File: config.mk
export PLATFORM = sky130hd
export DESIGN_NAME = boot_image_section_parser_top
export DESIGN_NICKNAME = d
export VERILOG_FILES = /design/src/hw/rtl/bisp_pkg.sv /design/src/hw/rtl/boot_image_section_parser_top.sv /design/src/hw/rtl/bisp_front.sv /design/src/hw/rtl/bisp_queue.sv /design/src/hw/rtl/bisp_back.sv
export SDC_FILE = /design/constraint.sdc
export NUM_CORES = 1
export LEC_CHECK = 0
export BUFFER_PORTS_ARGS = -buffer_cell sky130_fd_sc_hd__buf_4
export CORE_AREA = 3 3 229 276
export CTS_CLUSTER_DIAMETER = 150
export CTS_CLUSTER_SIZE = 10
export DETAILED_ROUTE_END_ITERATION = 8
export DIE_AREA = 0 0 232 279
export PLACE_DENSITY = 0.74
export SYNTH_ARGS = -nofsm -noshare
export SYNTH_HDL_FRONTEND = slang
export SYNTH_SLANG_ARGS = --single-unit
File: constraint.sdc
create_clock -name clk -period 8.28 [get_ports clk]
set_clock_uncertainty 0.1 [all_clocks]
set_input_delay 0.828 -clock clk [delete_from_list [all_inputs] [get_ports clk]]
set_output_delay 0.828 -clock clk [all_outputs]
set_load 0.03 [all_outputs]
File: src/hw/rtl/bisp_pkg.sv
`default_nettype none
package bisp_pkg;

  localparam int unsigned WORD_W = 32;
  localparam int unsigned POS_W  = 33;
  localparam int unsigned SECN_W = 7;

  localparam logic [2:0] KIND_ENTRY  = 3'd0;
  localparam logic [2:0] KIND_HEADER = 3'd1;
  localparam logic [2:0] KIND_DATA   = 3'd2;
  localparam logic [2:0] KIND_FINISH = 3'd3;
  localparam logic [2:0] KIND_ERROR  = 3'd4;

  localparam logic [1:0] ERR_TRUNC   = 2'd0;
  localparam logic [1:0] ERR_OVERRUN = 2'd1;
  localparam logic [1:0] ERR_TOOMANY = 2'd2;

  localparam logic [0:0] CFG_START_OFFSET = 1'd0;
  localparam logic [0:0] CFG_IMAGE_LENGTH = 1'd1;

  typedef struct packed {
    logic [2:0]        kind;
    logic [WORD_W-1:0] addr;
    logic [WORD_W-1:0] value;
    logic [SECN_W-1:0] sec;
    logic [1:0]        err;
  } rec_t;

  // One queue entry: a first record plus an optional trailing truncation error.
  typedef struct packed {
    rec_t              rec;
    logic              two;
    logic [SECN_W-1:0] sec2;
  } qentry_t;

endpackage
`default_nettype wire

File: src/hw/rtl/boot_image_section_parser_top.sv
`default_nettype none
// Boot image section parser.
// Input stream: one image byte per item on s_tdata, position 0 first.
// Output stream: one record per item; m_tuser carries the record kind
// (entry, section header, data byte, finished, error), m_tdata carries
// address, value, section number and error code, and m_tlast marks the
// final record caused by one input byte.
// Configuration: cfg_we/cfg_index/cfg_data write start_offset (index 0) and
// image_length (index 1); write them only while the stream is idle, which the block itself does not enforce.
// Throughput: one byte per cycle. Most bytes make zero or one record; the
// byte finishing the entry word or a section's padding can make two, which
// are sent one after the other. The classifier pushes records into a short queue
// (QUEUE_DEPTH entries) and the output side drains it, so s_tready drops
// only while that queue is full because the receiver stalls.
// A record is queued when its byte is accepted and shows on m_tvalid once it reaches the queue head.
// Reset: rst (synchronous) clears the registers, empties the queue and
// returns to skipping bytes before the entry word. After a finish or error
// record, bytes are still taken but ignored until the next reset.
module boot_image_section_parser_top import bisp_pkg::*; #(
  parameter int unsigned MAX_SECTIONS = 64,
  parameter int unsigned QUEUE_DEPTH  = 4
) (
  input  wire logic              clk,
  input  wire logic              rst,
  input  wire logic              cfg_we,
  input  wire logic [0:0]        cfg_index,
  input  wire logic [WORD_W-1:0] cfg_data,
  input  wire logic              s_tvalid,
  output logic                   s_tready,
  input  wire logic [7:0]        s_tdata,  // [7:0] data_byte
  output logic                   m_tvalid,
  input  wire logic              m_tready,
  output logic [79:0]            m_tdata,  // [31:0] target_address, [63:32] record_value,
                                           // [70:64] section_number, [72:71] error_code
  output logic [2:0]             m_tuser,  // [2:0] record_kind
  output logic                   m_tlast   // last_of_run
);

  logic    in_fire, done, push, pop, full, empty;
  qentry_t push_entry, head;
  rec_t    out_rec;

  // Hold the input only when the queue cannot take a record; after done,
  // bytes are dropped and never need queue space.
  assign s_tready = !full || done;
  assign in_fire  = s_tvalid && s_tready;

  bisp_front #(.MAX_SECTIONS(MAX_SECTIONS)) u_front (
    .clk        (clk),
    .rst        (rst),
    .cfg_we     (cfg_we),
    .cfg_index  (cfg_index),
    .cfg_data   (cfg_data),
    .in_fire    (in_fire),
    .in_byte    (s_tdata),
    .done       (done),
    .push       (push),
    .push_entry (push_entry)
  );

  bisp_queue #(.DEPTH(QUEUE_DEPTH)) u_queue (
    .clk        (clk),
    .rst        (rst),
    .push       (push),
    .push_entry (push_entry),
    .pop        (pop),
    .full       (full),
    .empty      (empty),
    .head       (head)
  );

  bisp_back u_back (
    .clk       (clk),
    .rst       (rst),
    .empty     (empty),
    .head      (head),
    .pop       (pop),
    .out_valid (m_tvalid),
    .out_ready (m_tready),
    .out_rec   (out_rec),
    .out_last  (m_tlast)
  );

  // Pack fields from the lowest bit up, zero fill to whole bytes.
  assign m_tdata = {7'b0, out_rec.err, out_rec.sec, out_rec.value, out_rec.addr};
  assign m_tuser = out_rec.kind;

endmodule
`default_nettype wire

File: src/hw/rtl/bisp_front.sv
`default_nettype none
module bisp_front import bisp_pkg::*; #(
  parameter int unsigned MAX_SECTIONS = 64
) (
  input  wire logic                clk,
  input  wire logic                rst,
  input  wire logic                cfg_we,
  input  wire logic [0:0]          cfg_index,
  input  wire logic [WORD_W-1:0]   cfg_data,
  input  wire logic                in_fire,
  input  wire logic [7:0]          in_byte,
  output logic                     done,
  output logic                     push,
  output qentry_t                  push_entry
);

  localparam int unsigned SEC_W = $clog2(MAX_SECTIONS + 1);

  localparam logic [2:0] PH_SKIP  = 3'd0;
  localparam logic [2:0] PH_ENTRY = 3'd1;
  localparam logic [2:0] PH_SIZE  = 3'd2;
  localparam logic [2:0] PH_ADDR  = 3'd3;
  localparam logic [2:0] PH_DATA  = 3'd4;
  localparam logic [2:0] PH_DONE  = 3'd5;

  logic [WORD_W-1:0] start_offset, image_length;
  logic [2:0]        phase, phase_next;
  logic [POS_W-1:0]  byte_position;
  logic [WORD_W-1:0] word_acc, word_acc_next;
  logic [1:0]        byte_in_word, byte_in_word_next;
  logic [WORD_W-1:0] current_size, current_size_next;
  logic [WORD_W-1:0] current_address, current_address_next;
  logic [WORD_W-1:0] bytes_into_section, bytes_into_section_next;
  logic [SEC_W-1:0]  section_count, section_count_next;

  logic [POS_W:0]    pos_plus4, pos_plus5;
  logic [POS_W+1:0]  size_end;
  logic              short_here, short_next;
  logic [WORD_W-1:0] word;
  logic [WORD_W:0]   padded;
  logic [WORD_W-1:0] bis_inc;
  logic [SECN_W-1:0] sec_cur, sec_prev;
  logic              has_data;
  rec_t              err_rec;

  assign done       = (phase == PH_DONE);
  assign pos_plus4  = {1'b0, byte_position} + (POS_W+1)'(4);
  assign pos_plus5  = {1'b0, byte_position} + (POS_W+1)'(5);
  assign short_here = pos_plus4 > (POS_W+1)'(image_length);
  assign short_next = pos_plus5 > (POS_W+1)'(image_length);
  assign word       = word_acc | ({24'b0, in_byte} << {byte_in_word, 3'b000});
  assign size_end   = {1'b0, pos_plus5} + (POS_W+2)'(word);
  assign padded     = ({1'b0, current_size} + (WORD_W+1)'(3)) & ~(WORD_W+1)'(3);
  assign bis_inc    = bytes_into_section + WORD_W'(1);
  assign has_data   = bytes_into_section < current_size;
  assign sec_cur    = SECN_W'(section_count);
  assign sec_prev   = SECN_W'(section_count - SEC_W'(1));

  always_comb begin
    err_rec = '{kind: KIND_ERROR, addr: '0, value: '0, sec: sec_cur, err: ERR_TRUNC};
  end

  always_comb begin
    phase_next              = phase;
    word_acc_next           = word_acc;
    byte_in_word_next       = byte_in_word;
    current_size_next       = current_size;
    current_address_next    = current_address;
    bytes_into_section_next = bytes_into_section;
    section_count_next      = section_count;
    push                    = 1'b0;
    push_entry.rec          = err_rec;
    push_entry.two          = 1'b0;
    push_entry.sec2         = sec_cur;

    if (in_fire && phase != PH_DONE) begin
      case (phase)
        PH_SKIP: begin
          if (byte_position == POS_W'(start_offset)) begin
            if (short_here) begin
              push       = 1'b1;
              phase_next = PH_DONE;
            end else begin
              word_acc_next     = {24'b0, in_byte};
              byte_in_word_next = 2'd1;
              phase_next        = PH_ENTRY;
            end
          end
        end
        PH_DATA: begin
          bytes_into_section_next = bis_inc;
          if (has_data) begin
            push           = 1'b1;
            push_entry.rec = '{kind: KIND_DATA, addr: current_address + bytes_into_section,
                               value: {24'b0, in_byte}, sec: sec_prev, err: ERR_TRUNC};
          end
          if ({1'b0, bis_inc} >= padded) begin
            if (short_next) begin
              // Trailing truncation error, after the data record if there is one.
              push           = 1'b1;
              push_entry.two = has_data;
              phase_next     = PH_DONE;
            end else begin
              phase_next = PH_SIZE;
            end
          end
        end
        default: begin
          if (byte_in_word != 2'd3) begin
            word_acc_next     = word;
            byte_in_word_next = byte_in_word + 2'd1;
          end else begin
            word_acc_next     = '0;
            byte_in_word_next = 2'd0;
            push              = 1'b1;
            case (phase)
              PH_ENTRY: begin
                push_entry.rec = '{kind: KIND_ENTRY, addr: '0, value: word,
                                   sec: sec_cur, err: ERR_TRUNC};
                push_entry.two = short_next;
                phase_next     = short_next ? PH_DONE : PH_SIZE;
              end
              PH_SIZE: begin
                if (word == '0) begin
                  push_entry.rec = '{kind: KIND_FINISH, addr: '0,
                                     value: WORD_W'(section_count),
                                     sec: sec_cur, err: ERR_TRUNC};
                  phase_next     = PH_DONE;
                end else if (size_end > (POS_W+2)'(image_length)) begin
                  push_entry.rec.err = ERR_OVERRUN;
                  phase_next         = PH_DONE;
                end else if (section_count >= SEC_W'(MAX_SECTIONS)) begin
                  push_entry.rec.err = ERR_TOOMANY;
                  phase_next         = PH_DONE;
                end else begin
                  push               = 1'b0;
                  current_size_next  = word;
                  section_count_next = section_count + SEC_W'(1);
                  phase_next         = PH_ADDR;
                end
              end
              default: begin
                current_address_next    = word;
                bytes_into_section_next = '0;
                push_entry.rec = '{kind: KIND_HEADER, addr: word, value: current_size,
                                   sec: sec_prev, err: ERR_TRUNC};
                phase_next     = PH_DATA;
              end
            endcase
          end
        end
      endcase
    end
  end

  always_ff @(posedge clk) begin
    if (rst) begin
      start_offset       <= '0;
      image_length       <= '0;
      phase              <= PH_SKIP;
      byte_position      <= '0;
      word_acc           <= '0;
      byte_in_word       <= '0;
      current_size       <= '0;
      current_address    <= '0;
      bytes_into_section <= '0;
      section_count      <= '0;
    end else begin
      if (cfg_we) begin
        case (cfg_index)
          CFG_START_OFFSET: start_offset <= cfg_data;
          CFG_IMAGE_LENGTH: image_length <= cfg_data;
          default: ;
        endcase
      end
      if (in_fire && phase != PH_DONE) begin
        byte_position <= byte_position + POS_W'(1);
      end
      phase              <= phase_next;
      word_acc           <= word_acc_next;
      byte_in_word       <= byte_in_word_next;
      current_size       <= current_size_next;
      current_address    <= current_address_next;
      bytes_into_section <= bytes_into_section_next;
      section_count      <= section_count_next;
    end
  end

endmodule
`default_nettype wire

File: src/hw/rtl/bisp_queue.sv
`default_nettype none
module bisp_queue import bisp_pkg::*; #(
  parameter int unsigned DEPTH = 4
) (
  input  wire logic    clk,
  input  wire logic    rst,
  input  wire logic    push,
  input  wire qentry_t push_entry,
  input  wire logic    pop,
  output logic         full,
  output logic         empty,
  output qentry_t      head
);

  localparam int unsigned AW = (DEPTH > 1) ? $clog2(DEPTH) : 1;
  localparam int unsigned CW = $clog2(DEPTH + 1);

  qentry_t       slots [DEPTH];
  logic [AW-1:0] wr_ptr, rd_ptr;
  logic [CW-1:0] count;
  logic          do_push, do_pop;

  assign full    = (count == CW'(DEPTH));
  assign empty   = (count == '0);
  assign head    = slots[rd_ptr];
  assign do_push = push && !full;
  assign do_pop  = pop && !empty;

  always_ff @(posedge clk) begin
    if (do_push) begin
      slots[wr_ptr] <= push_entry;
    end
  end

  always_ff @(posedge clk) begin
    if (rst) begin
      wr_ptr <= '0;
      rd_ptr <= '0;
      count  <= '0;
    end else begin
      if (do_push) begin
        wr_ptr <= (wr_ptr == AW'(DEPTH - 1)) ? '0 : wr_ptr + AW'(1);
      end
      if (do_pop) begin
        rd_ptr <= (rd_ptr == AW'(DEPTH - 1)) ? '0 : rd_ptr + AW'(1);
      end
      case ({do_push, do_pop})
        2'b10:   count <= count + CW'(1);
        2'b01:   count <= count - CW'(1);
        default: count <= count;
      endcase
    end
  end

endmodule
`default_nettype wire

File: src/hw/rtl/bisp_back.sv
`default_nettype none
module bisp_back import bisp_pkg::*; (
  input  wire logic    clk,
  input  wire logic    rst,
  input  wire logic    empty,
  input  wire qentry_t head,
  output logic         pop,
  output logic         out_valid,
  input  wire logic    out_ready,
  output rec_t         out_rec,
  output logic         out_last
);

  // Set while the trailing record of a two-record entry is on the bus.
  logic second;

  assign out_valid = !empty;
  assign out_last  = second || !head.two;
  assign pop       = out_valid && out_ready && out_last;

  always_comb begin
    out_rec = head.rec;
    if (second) begin
      out_rec = '{kind: KIND_ERROR, addr: '0, value: '0, sec: head.sec2, err: ERR_TRUNC};
    end
  end

  always_ff @(posedge clk) begin
    if (rst) begin
      second <= 1'b0;
    end else if (out_valid && out_ready) begin
      second <= !out_last;
    end
  end

endmodule
`default_nettype wire
Yosys cells after proc, flatten, opt, wreduce, memory -nomap -nowiden. Memory sizes are Yosys's and may differ from the RTL's. A register that Yosys moved wholly into a read port is not among the register bits. Index checks and enable logic that the tools add are counted.

Flip-flop bits (word level): 245. Memory bits (writable): 336. Input bits: 46. Output and inout bits: 86. Logic and storage cells: 142. Memories: 1.

$add $sub $neg: 14. Order comparisons: 6. Equality and inequality tests: 18. Shift-type cells: 1. Mux-type cells: 53. Bitwise logic cells: 10. Reductions and logical operators: 25.

Memory list: u_queue.slots (depth 4, bits a word 84, rd ports 1, clocked after Yosys merged registers in 1, write ports 1, line bisp_queue.sv:18) `qentry_t slots [DEPTH];`.

Operators by type and width (number): 32-bit 2-to-1 mux (5); 77-bit 2-to-1 mux (2); 77-bit one-hot mux with 2 select lines (1); 76-bit 2-to-1 mux (2); 76-bit one-hot mux with 2 select lines (1); 32-bit one-hot mux with 2 select lines (2); 74-bit 2-to-1 mux (1); 33-bit by 3-bit adder with 34-bit output (second input constant) (2); 34-bit by 32-bit > comparator with 1-bit output (2); 34-bit by 32-bit adder with 35-bit output (1); 35-bit by 32-bit > comparator with 1-bit output (1); 32-bit by 2-bit adder with 33-bit output (second input constant) (1); 33-bit by 1-bit adder with 33-bit output (second input constant) (1); 33-bit by 32-bit == test with 1-bit output (1); 32-bit by 33-bit greater-or-equal comparator with 1-bit output (1); 32-bit by 1-bit adder with 32-bit output (second input constant) (1); 32-bit adder (1); 32-bit logical NOT (1); 32-bit < comparator (1); 32-bit bitwise OR (1); 8-bit by 5-bit left shift with 32-bit output (1); 3-bit 2-to-1 mux (8); 2-bit 2-to-1 mux (10); 3-bit one-hot mux with 2 select lines (3); 27 further kinds (76).

Depth between registers and ports, before layout. Gate-level depths: netlist of the first run.

Word-level depth: 13. Depth in mapped cells: 36. Depth with buffers taken out: 35.

Hierarchy. From an unflattened synthesis of the first run, not the netlist that was laid out.

Cell total of the unflattened synthesis: 3319. Area total of the unflattened synthesis: 33761.1 µm².

Modules (own cells, without submodules): bisp_front (instances 1, cells each 2725, area each 20450.9 µm², seq. area each 4744.6 µm²); bisp_queue (instances 1, cells each 492, area each 12608.3 µm², seq. area each 10269.8 µm²); bisp_back (instances 1, cells each 92, area each 623.1 µm², seq. area each 20.0 µm²); boot_image_section_parser_top (instances 1, cells each 10, area each 78.8 µm², seq. area each 0.0 µm²).

Worst setup path before layout of the first run. Ideal clock, no wire load.

Path kind: input to register. Start point: input port s_tdata[0]. End point: memory u_queue.slots[0][0] (netlist bit), enable pin. Library setup time: 0.452 ns. Arrival time: 7.401 ns. Data required time: 7.728 ns. Setup slack: 0.327 ns. Stages: 25. Path buffers: 1. Cells stage by stage: clkbuf_1 -> a21oi_1 -> inv_1 -> ha_1 -> fa_1 -> a21oi_1 -> nor2_1 -> or4_1 -> a31oi_1 -> o21bai_1 -> a21o_1 -> a21oi_1 -> o21ai_0 -> mux2i_1 -> nor4_1 -> ha_1 -> nand4_1 -> nor3_1 -> nand2_1 -> a21o_1 -> nand3_1 -> a22oi_1 -> and4b_1 -> mux2i_1 -> and3_1.

Cells in the longest elaborated chain, start to end: 13. Elaborated cells between the ends (all ways): 14. Those cells by class: add/sub (1); order compare (1); shift (1); mux (8); bitwise (1); reduce/logical (2).

Ends and longest elaborated chain: start, declared (line boot_image_section_parser_top.sv:30) `input wire logic [7:0] s_tdata,`; 8-bit by 5-bit left shift with 32-bit output * (line bisp_front.sv:51) `assign word = word_acc | ({24'b0, in_byte} << {byte_in_word, 3'b000});`; 32-bit bitwise OR * (line bisp_front.sv:51); via u_front.word[0] (line bisp_front.sv:39) `logic [WORD_W-1:0] word;`; 34-bit by 32-bit adder with 35-bit output (line bisp_front.sv:52) `assign size_end = {1'b0, pos_plus5} + (POS_W+2)'(word);`; 35-bit by 32-bit > comparator with 1-bit output (line bisp_front.sv:129) `end else if (size_end > (POS_W+2)'(image_length)) begin`; 1-bit 2-to-1 mux (line bisp_front.sv:129); 1-bit 2-to-1 mux * (line bisp_front.sv:124) `if (word == '0) begin`; 1-bit 2-to-1 mux * (line bisp_front.sv:116) `case (phase)`; 1-bit 2-to-1 mux * (line bisp_front.sv:109) `if (byte_in_word != 2'd3) begin`; 1-bit one-hot mux with 2 select lines * (line bisp_front.sv:77) `case (phase)`; 1-bit 2-to-1 mux * (line bisp_front.sv:76) `if (in_fire && phase != PH_DONE) begin`; 1-bit logical AND * (line bisp_queue.sv:26) `assign do_push = push && !full;`; 1-bit 2-to-1 mux * (line bisp_queue.sv:30) `if (do_push) begin`; 1-bit 2-to-1 mux (not written as such) * (line bisp_queue.sv:31) `slots[wr_ptr] <= push_entry;`; end, declared (line bisp_queue.sv:18).

Mark *: on every way through the listed nets, which the timed path passes. The rest lies on a longest branch.

Final worst setup path of the first run.
Start point: register u_front.byte_position[2]. End point: register u_queue.count[2].

Cells in the longest elaborated chain, start to end: 12. Elaborated cells between the ends (all ways): 22. Those cells by class: add/sub (3); order compare (3); eq/ne (3); mux (11); reduce/logical (2).

Ends and longest elaborated chain: start, declared (line bisp_front.sv:28) `logic [POS_W-1:0] byte_position;`; start signal, assigned (line bisp_front.sv:177) `byte_position <= byte_position + POS_W'(1);`; 33-bit by 3-bit adder with 34-bit output (line bisp_front.sv:48) `assign pos_plus5 = {1'b0, byte_position} + (POS_W+1)'(5);`; 34-bit by 32-bit adder with 35-bit output (line bisp_front.sv:52); 35-bit by 32-bit > comparator with 1-bit output (line bisp_front.sv:129); 1-bit 2-to-1 mux (line bisp_front.sv:129); 1-bit 2-to-1 mux (line bisp_front.sv:124); 1-bit 2-to-1 mux (line bisp_front.sv:116); 1-bit 2-to-1 mux (line bisp_front.sv:109); 1-bit one-hot mux with 2 select lines * (line bisp_front.sv:77); 1-bit 2-to-1 mux * (line bisp_front.sv:76); 1-bit logical AND * (line bisp_queue.sv:26); 2-bit by 1-bit == test with 1-bit output or 2-bit == test (tied branches) (line bisp_queue.sv:47) `case ({do_push, do_pop})`; 3-bit one-hot mux with 2 select lines or 2-bit nonzero test (tied branches); end signal, assigned (line bisp_queue.sv:48) `2'b10: count <= count + CW'(1);`; end signal, assigned (line bisp_queue.sv:49) `2'b01: count <= count - CW'(1);`; end signal, assigned (line bisp_queue.sv:50) `default: count <= count;`; end, declared (line bisp_queue.sv:20) `logic [CW-1:0] count;`.

Mark *: on every way between the ends. The rest lies on a longest branch, timed or not. A chain may end at the register's enable or synchronous reset.

==> results of run 1 <==
metrics by stage:
stage	hold slack, ps	utilization (%)	worst slack (ps)
floorplan	336	-	327
global placement	344	57.7	399
detailed placement	349	57.7	223
CTS	335	60.9	347
global route	365	60.9	21.6
finish	348	60.9	500
worst min-delay path, cell delays in order:
cell and delay (ps):
buf_4 110, nand2_1 50, a21oi_1 50
layer usage:
| layer | up-vias | share of wire [%] |
|---|---|---|
| met1 | 12600 | 38 |
| met5 | - | 0 |
| met2 | 1081 | 48 |
| li1 | 12100 | - |
| met3 | 318 | 6.5 |
| met4 | 0 | 7.3 |
state kept, by name (all words and copies together), names as in the netlist, 32 cells and up, named ones only:
signal and count:
u_front.current_size 32, u_front.current_address 32, u_front.bytes_into_section 32, u_front.byte_position 33
u_front.image_length 32, u_front.word_acc 32, u_queue.slots 336, u_front.start_offset 32
logic make-up (layout without fill, tap and decap cells):
family	count (synthesis)	after routing	synth area share, %
adders and majority gates	237	237	8.98
AOI/OAI and AO/OA	743	743	14.4
and+or+nand+nor	1061	1061	15.3
xor gates and xnor gates	230	230	6.06
buffers and inverters	306	426	3.93
other	1	8	0.0113
muxes	97	97	6.13
DFF	583	583	45.2
where the power goes:
part | switching (mW) | total [mW] | leakage [nW] | internal (mW)
Combinational | 1.09 | 1.68 | 8.48 | 0.591
Clock | 1.19 | 2.73 | 0.938 | 1.54
Sequential | 0.0677 | 3.30 | 5.14 | 3.23
repair_timing:
| action | in CTS | in global routing |
|---|---|---|
| endpoints found under the setup margin | 0 | 69 |
| buffers inserted | 0 | 0 |
| gates resized for setup | 0 | 7 |
layout make-up:
class | count | area, um^2 | share of cell area, %
well taps | 808 | 1010 | 2.73
flip-flops and latches | 583 | 15000 | 40.7
multi-input cells | 2375 | 17000 | 46.0
clock buffers | 107 | 1850 | 5.00
repair buffers | 188 | 1480 | 4.00
diodes | 1 | 2.50 | 0.00677
clock inverters | 8 | 114 | 0.308
inverters | 123 | 462 | 1.25
final timing paths:
| check | end | from | slack, ps |
|---|---|---|---|
| max | u_queue.count[2]$_SDFFE_PP0P_ | u_front.byte_position[2]$_SDFFE_PP0P_ | 500 |
| min | u_front.image_length[13]$_SDFFE_PP0P_ | cfg_data[13] | 350 |
| max reg2reg | u_queue.count[2]$_SDFFE_PP0P_ | u_front.byte_position[2]$_SDFFE_PP0P_ | 500 |
| min reg2reg | u_front.image_length[23]$_SDFFE_PP0P_ | u_front.image_length[23]$_SDFFE_PP0P_ | 350 |
synth_stat cells, types with 59 or more instances:
cell type  instances  area share [%]
dfxtp_1          247              15
edfxtp_1         336              30
nand3_1           86             1.3
ha_1             234             8.8
nor2_1           294             3.3
and2_1            87             1.6
xnor2_1          127             3.3
nand4_1           59             1.1
clkbuf_1         113             1.3
xor2_1           103             2.7
o21ai_0           88             1.3
a21oi_1          303             4.6
mux4_2            84             5.7
inv_1            123             1.4
nand2_1          309             3.5
a21o_1           103             2.3
cells in the final DEF (no fill, tap or decap), types with 9 or more instances in the layout:
cell type / instances
nand2_1: 309
o211ai_1: 9
mux4_2: 84
or2_2: 9
or3_1: 17
a211oi_1: 48
clkbuf_1: 39
a21o_1: 103
nand4_1: 59
nor2b_1: 24
clkbuf_16: 68
a31oi_1: 31
xor2_1: 103
nand2b_1: 12
xnor2_1: 127
o21a_1: 14
nand3_1: 86
inv_1: 122
ha_1: 233
and4_1: 11
buf_4: 182
a22oi_1: 30
and2_1: 87
a211oi_2: 28
edfxtp_1: 336
nor2_1: 287
o22ai_1: 10
a21oi_1: 301
mux2i_1: 9
nor3_1: 55
and3_1: 39
nor4_1: 25
dfxtp_1: 243
o21ai_0: 88
==> metrics.cfg, run 1 <==
[status]
status=complete, no violations

[drt]
drcViolationCount=0
wl_per_cell_um=23.5
viasPerCell=6.20
dr.pass1.iters=6
first_iter_violations=2236
postRouteAntennaNets=0
routed_wl_um=98700
vias=26000

[pwr]
power_density_mw_per_mm2=208
p_total_mw=7.71
peakVddDrop_v=0.000154
p_leak_nw=14.6

[grt]
grt_most_used_layer=met2
grt_pass1_wl_um=151000
grt_use_total_pct=30.4
antenna_found_initial=1
use_met2_pct=50.9
grt_pass1_vias=26200
grt_max_degree=99
grtUsageMet1_pct=36.4
grt_use_met3_pct=4.07
grt-ovfl-total=0

[worst_hold_path]
hold_path.class=in2reg
hold_depth=3

[final_layout]
finalNonFillerCells=4193
n_fill_cell=5053
fin_nets=3622
drive_gt1_share_pct=12.5
fin_area_mm2=0.0370
area.growth.synth_to_final_pct=11.2

[sta]
worst_pin_slew_ps=1280
rsz0062_at_grt=false
hold_viol_final=0
max_slew_margin_pct=14.6
slew_viol_final=0
setup_viol=0
setup_tns_ps=0
min_period_ps=7780
max_freq_mhz=129
fin_crit_sh_pct=94.0

[clock_network]
ctsRootBufferMaster=clkbuf_16
clock_path_buffers=3
postCtsHoldBufs=0
insertion_delay_ps=630
cts_buffers=68
cts_max_level=3
cts.sinks=583
clk_pin_slew_ps=70
cts_tree=built

[logic_synthesis]
ys.flop_type=edfxtp_1
ys_types=84
syn_inst=3258
syn_area_mm2=0.0333
async_flop_share_pct=0
avgSynthCellArea_um2=10.2
yosysWarnings=0
synth_edf_count=336
ys_ff_latch=583
seq_area_frac_synth_pct=45.2

[critical_path]
path_common_cell=a21o_1
end_kind=flip-flop
critPathTopFamily=compound AO/OA/AOI/OAI gates
reg2reg_depth=34
worst_setup_path_start_kind=flip-flop
required_ps=8700
critPathSlowestCell=dfxtp_1
worstSetupPathType=reg2reg
critical_path_depth=34
cp.arrival_ps=8200
crit_fanout=8
max_stage_delay_ps=500
critPathBufInv=4

[floorplan]
row_count=99
core_area_mm2=0.0607
initial_core_util_pct=54.8
io_pins=132
chipHeight_um=279
dieArea_mm2=0.0647
die_w_um=232

[placed_design]
place.port_buffers=124
place_inst=4077
dpl.hpwl_um=72400
place.gp.congestion=1.02
place_area_mm2=0.0350

[flow_run]
drv_cap=0

(Power assumes the default switching activity.)
==> run 2: changes to the inputs <==
==> constraint.sdc (replaced) <==
create_clock -name clk -period 7.04 [get_ports clk]
set_clock_uncertainty 0.1 [all_clocks]
set_input_delay 0.704 -clock clk [delete_from_list [all_inputs] [get_ports clk]]
set_output_delay 0.704 -clock clk [all_outputs]
set_load 0.1 [all_outputs]
==> run 2 against run 1 <==
  * Combinational power grew 73%
  * Wire length up 5.8%
  * First-iteration DRC count increased by 4.9%
  * Critical path type unchanged
  * Final cell count grew 5.8%
  * Worst hold slack got worse by 110 ps
==> metrics.cfg, run 2 (synthesized netlist as in run 1, its figures left out) <==
[status]
status=complete, no violations  ; unchanged

[placed_design]
place.gp.congestion=1.01  ; was 1.02
post-place-ws_ps=-707  ; was 223 ps
dpl.hpwl_um=77300  ; was 72400 um
place.port_buffers=124  ; unchanged

[clock_network]
clock_path_buffers=3  ; unchanged
cts_max_level=3  ; unchanged
cts.sinks=583  ; unchanged
cts_tree=built  ; unchanged
insertion_delay_ps=620  ; was 630 ps
ctsRootBufferMaster=clkbuf_16  ; unchanged
cts_buffers=68  ; unchanged
postCtsHoldBufs=0  ; unchanged
clk_pin_slew_ps=70  ; about the same

[floorplan]
core_area_mm2=0.0607  ; unchanged
dieArea_mm2=0.0647  ; unchanged
row_count=99  ; unchanged
initial_core_util_pct=54.8  ; unchanged
die_w_um=232  ; unchanged
io_pins=132  ; unchanged
chipHeight_um=279  ; unchanged

[final_layout]
num_antenna_cells=0  ; was 1
reg_top3=u_queue.slots (336), u_front.byte_position (33)  ; unchanged
final_common_cell=buf_4  ; was edfxtp_1
area.growth.synth_to_final_pct=17.7  ; was 11.2%
drive_gt1_share_pct=19.5  ; was 12.5%
largest_reg_flops=336  ; unchanged
fin_nets=3866  ; was 3622
regMostFlops=u_queue.slots  ; unchanged
layout_common_cells=419 x buf_4, 336 x edfxtp_1, 308 x nand2_1  ; was 336 x edfxtp_1, 309 x nand2_1, 301 x a21oi_1

[critical_path]
cp.arrival_ps=7360  ; was 8200 ps
critPathSlowestCell=or4_4  ; was dfxtp_1
critPathBufInv=2  ; was 4
max_stage_delay_ps=440  ; was 500 ps
end_kind=flip-flop  ; unchanged
path_common_cell=a21o_1  ; unchanged
critPathTopFamily=compound AO/OA/AOI/OAI gates  ; unchanged
crit_fanout=6  ; was 8
worst_setup_path_start_kind=flip-flop  ; unchanged
worstSetupPathType=reg2reg  ; unchanged
required_ps=7470  ; was 8700 ps

[sta]
fin_crit_sh_pct=98.4  ; was 94.0%
max_slew_margin_pct=12.6  ; was 14.6%
min_period_ps=6930  ; was 7780 ps
layout_setup_ws_ps=115  ; was 500 ps
worst_pin_slew_ps=1310  ; was 1280 ps
rsz0062_at_grt=true  ; was false
hold_viol_final=0  ; unchanged
slew_viol_final=0  ; unchanged
setup_viol=0  ; unchanged
max_freq_mhz=144  ; was 129 MHz
whs_ps=235  ; was 348 ps

[grt]
antenna_found_initial=0  ; was 1
grt_pass1_vias=28000  ; was 26200
grt_use_total_pct=31.8  ; was 30.4%
use_met2_pct=54.2  ; was 50.9%
grt_use_met3_pct=5.27  ; was 4.07%
grt-ovfl-total=0  ; unchanged
grt_max_degree=104  ; was 99
grt_pass1_wl_um=159000  ; was 151000 um
grtUsageMet1_pct=36.2  ; was 36.4%
grt_most_used_layer=met2  ; unchanged

[pwr]
peakVddDrop_v=0.000189  ; was 0.000154 V
p_leak_nw=15.9  ; was 14.6 nW
power_density_mw_per_mm2=256  ; was 208 mW/mm^2

[drt]
postRouteAntennaNets=0  ; unchanged
dr.pass1.iters=6  ; unchanged
viasPerCell=6.17  ; was 6.20
wl_per_cell_um=23.6  ; was 23.5 um
first_iter_violations=2346  ; was 2236
drcViolationCount=0  ; unchanged
vias=27400  ; was 26000
routed_wl_um=104000  ; was 98700 um

[flow_run]
drv_cap=0  ; unchanged

[worst_hold_path]
hold_path.class=in2reg  ; unchanged

==> run 2: cell types whose count changed in the layout (fill, tap and decap cells not counted), sizes merged <==
cell / delta
inv: -3
buf: +244
clkbuf: +1
clkinv: +2
diode: -1
==> run 2: layout make-up <==
cell class                 instances  area [um^2]
clock buffer                     108         1850
clock inverter                     7          123
fill                            4783        21500
inverter                         123          462
multi-input combinational       2375        17300
sequential                       583        15100
tap                              808         1010
timing repair buffer             432         3400
==> run 2: worst min-delay path: cells and delay by family <==
kind	cells	cell delay (ps)
buffers and inverters	1	110
and+or+nand+nor	1	50
AOI/OAI and AO/OA	1	50
==> run 2: metrics by stage <==
stage | TNS [ps] | power, mW | instance area (um^2) | instances | util (%)
floorplan | 0 | 5.93 | 33300 | 3264 | -
global placement | -754 | 6.72 | 36900 | 4311 | 60.7
detailed placement | -39640 | 6.77 | 36900 | 4311 | 60.7
CTS | 0 | 10.0 | 39000 | 4433 | 64.2
global route | -4870 | 10.3 | 39200 | 4436 | 64.5
finish | 0 | 10.0 | 39200 | 4436 | 64.5
==> run 2: worst paths after layout <==
check / start / to / slack [ps] / cells after the start
setup / recovery: u_front.byte_position[3]$_SDFFE_PP0P_ / u_queue.count[2]$_SDFFE_PP0P_ / 110 / 31
setup reg to reg: u_front.byte_position[3]$_SDFFE_PP0P_ / u_queue.count[2]$_SDFFE_PP0P_ / 110 / 31
hold / removal: cfg_data[14] / u_front.start_offset[14]$_SDFFE_PP0P_ / 240 / 3
hold reg to reg: u_front.image_length[17]$_SDFFE_PP0P_ / u_front.image_length[17]$_SDFFE_PP0P_ / 360 / 2
==> run 2: metal layers <==
| layer | vias up | part of all wire (%) |
|---|---|---|
| met5 | - | 0 |
| met4 | 0 | 8.3 |
| met3 | 417 | 6.4 |
| met2 | 1162 | 49 |
| met1 | 13200 | 36 |
| li1 | 12600 | - |
==> run 2: repair_timing <==
item,4_1_cts,5_1_grt
gates resized for setup,25,35
pin swaps,14,20
setup endpoints to repair,58,369
setup buffers,7,3
==> run 2: power breakdown <==
group          internal (mW)  leakage (nW)  switching [mW]
registers               3.80          5.15          0.0813
clock network           1.82         0.938            1.43
logic                  0.830          9.86            2.07
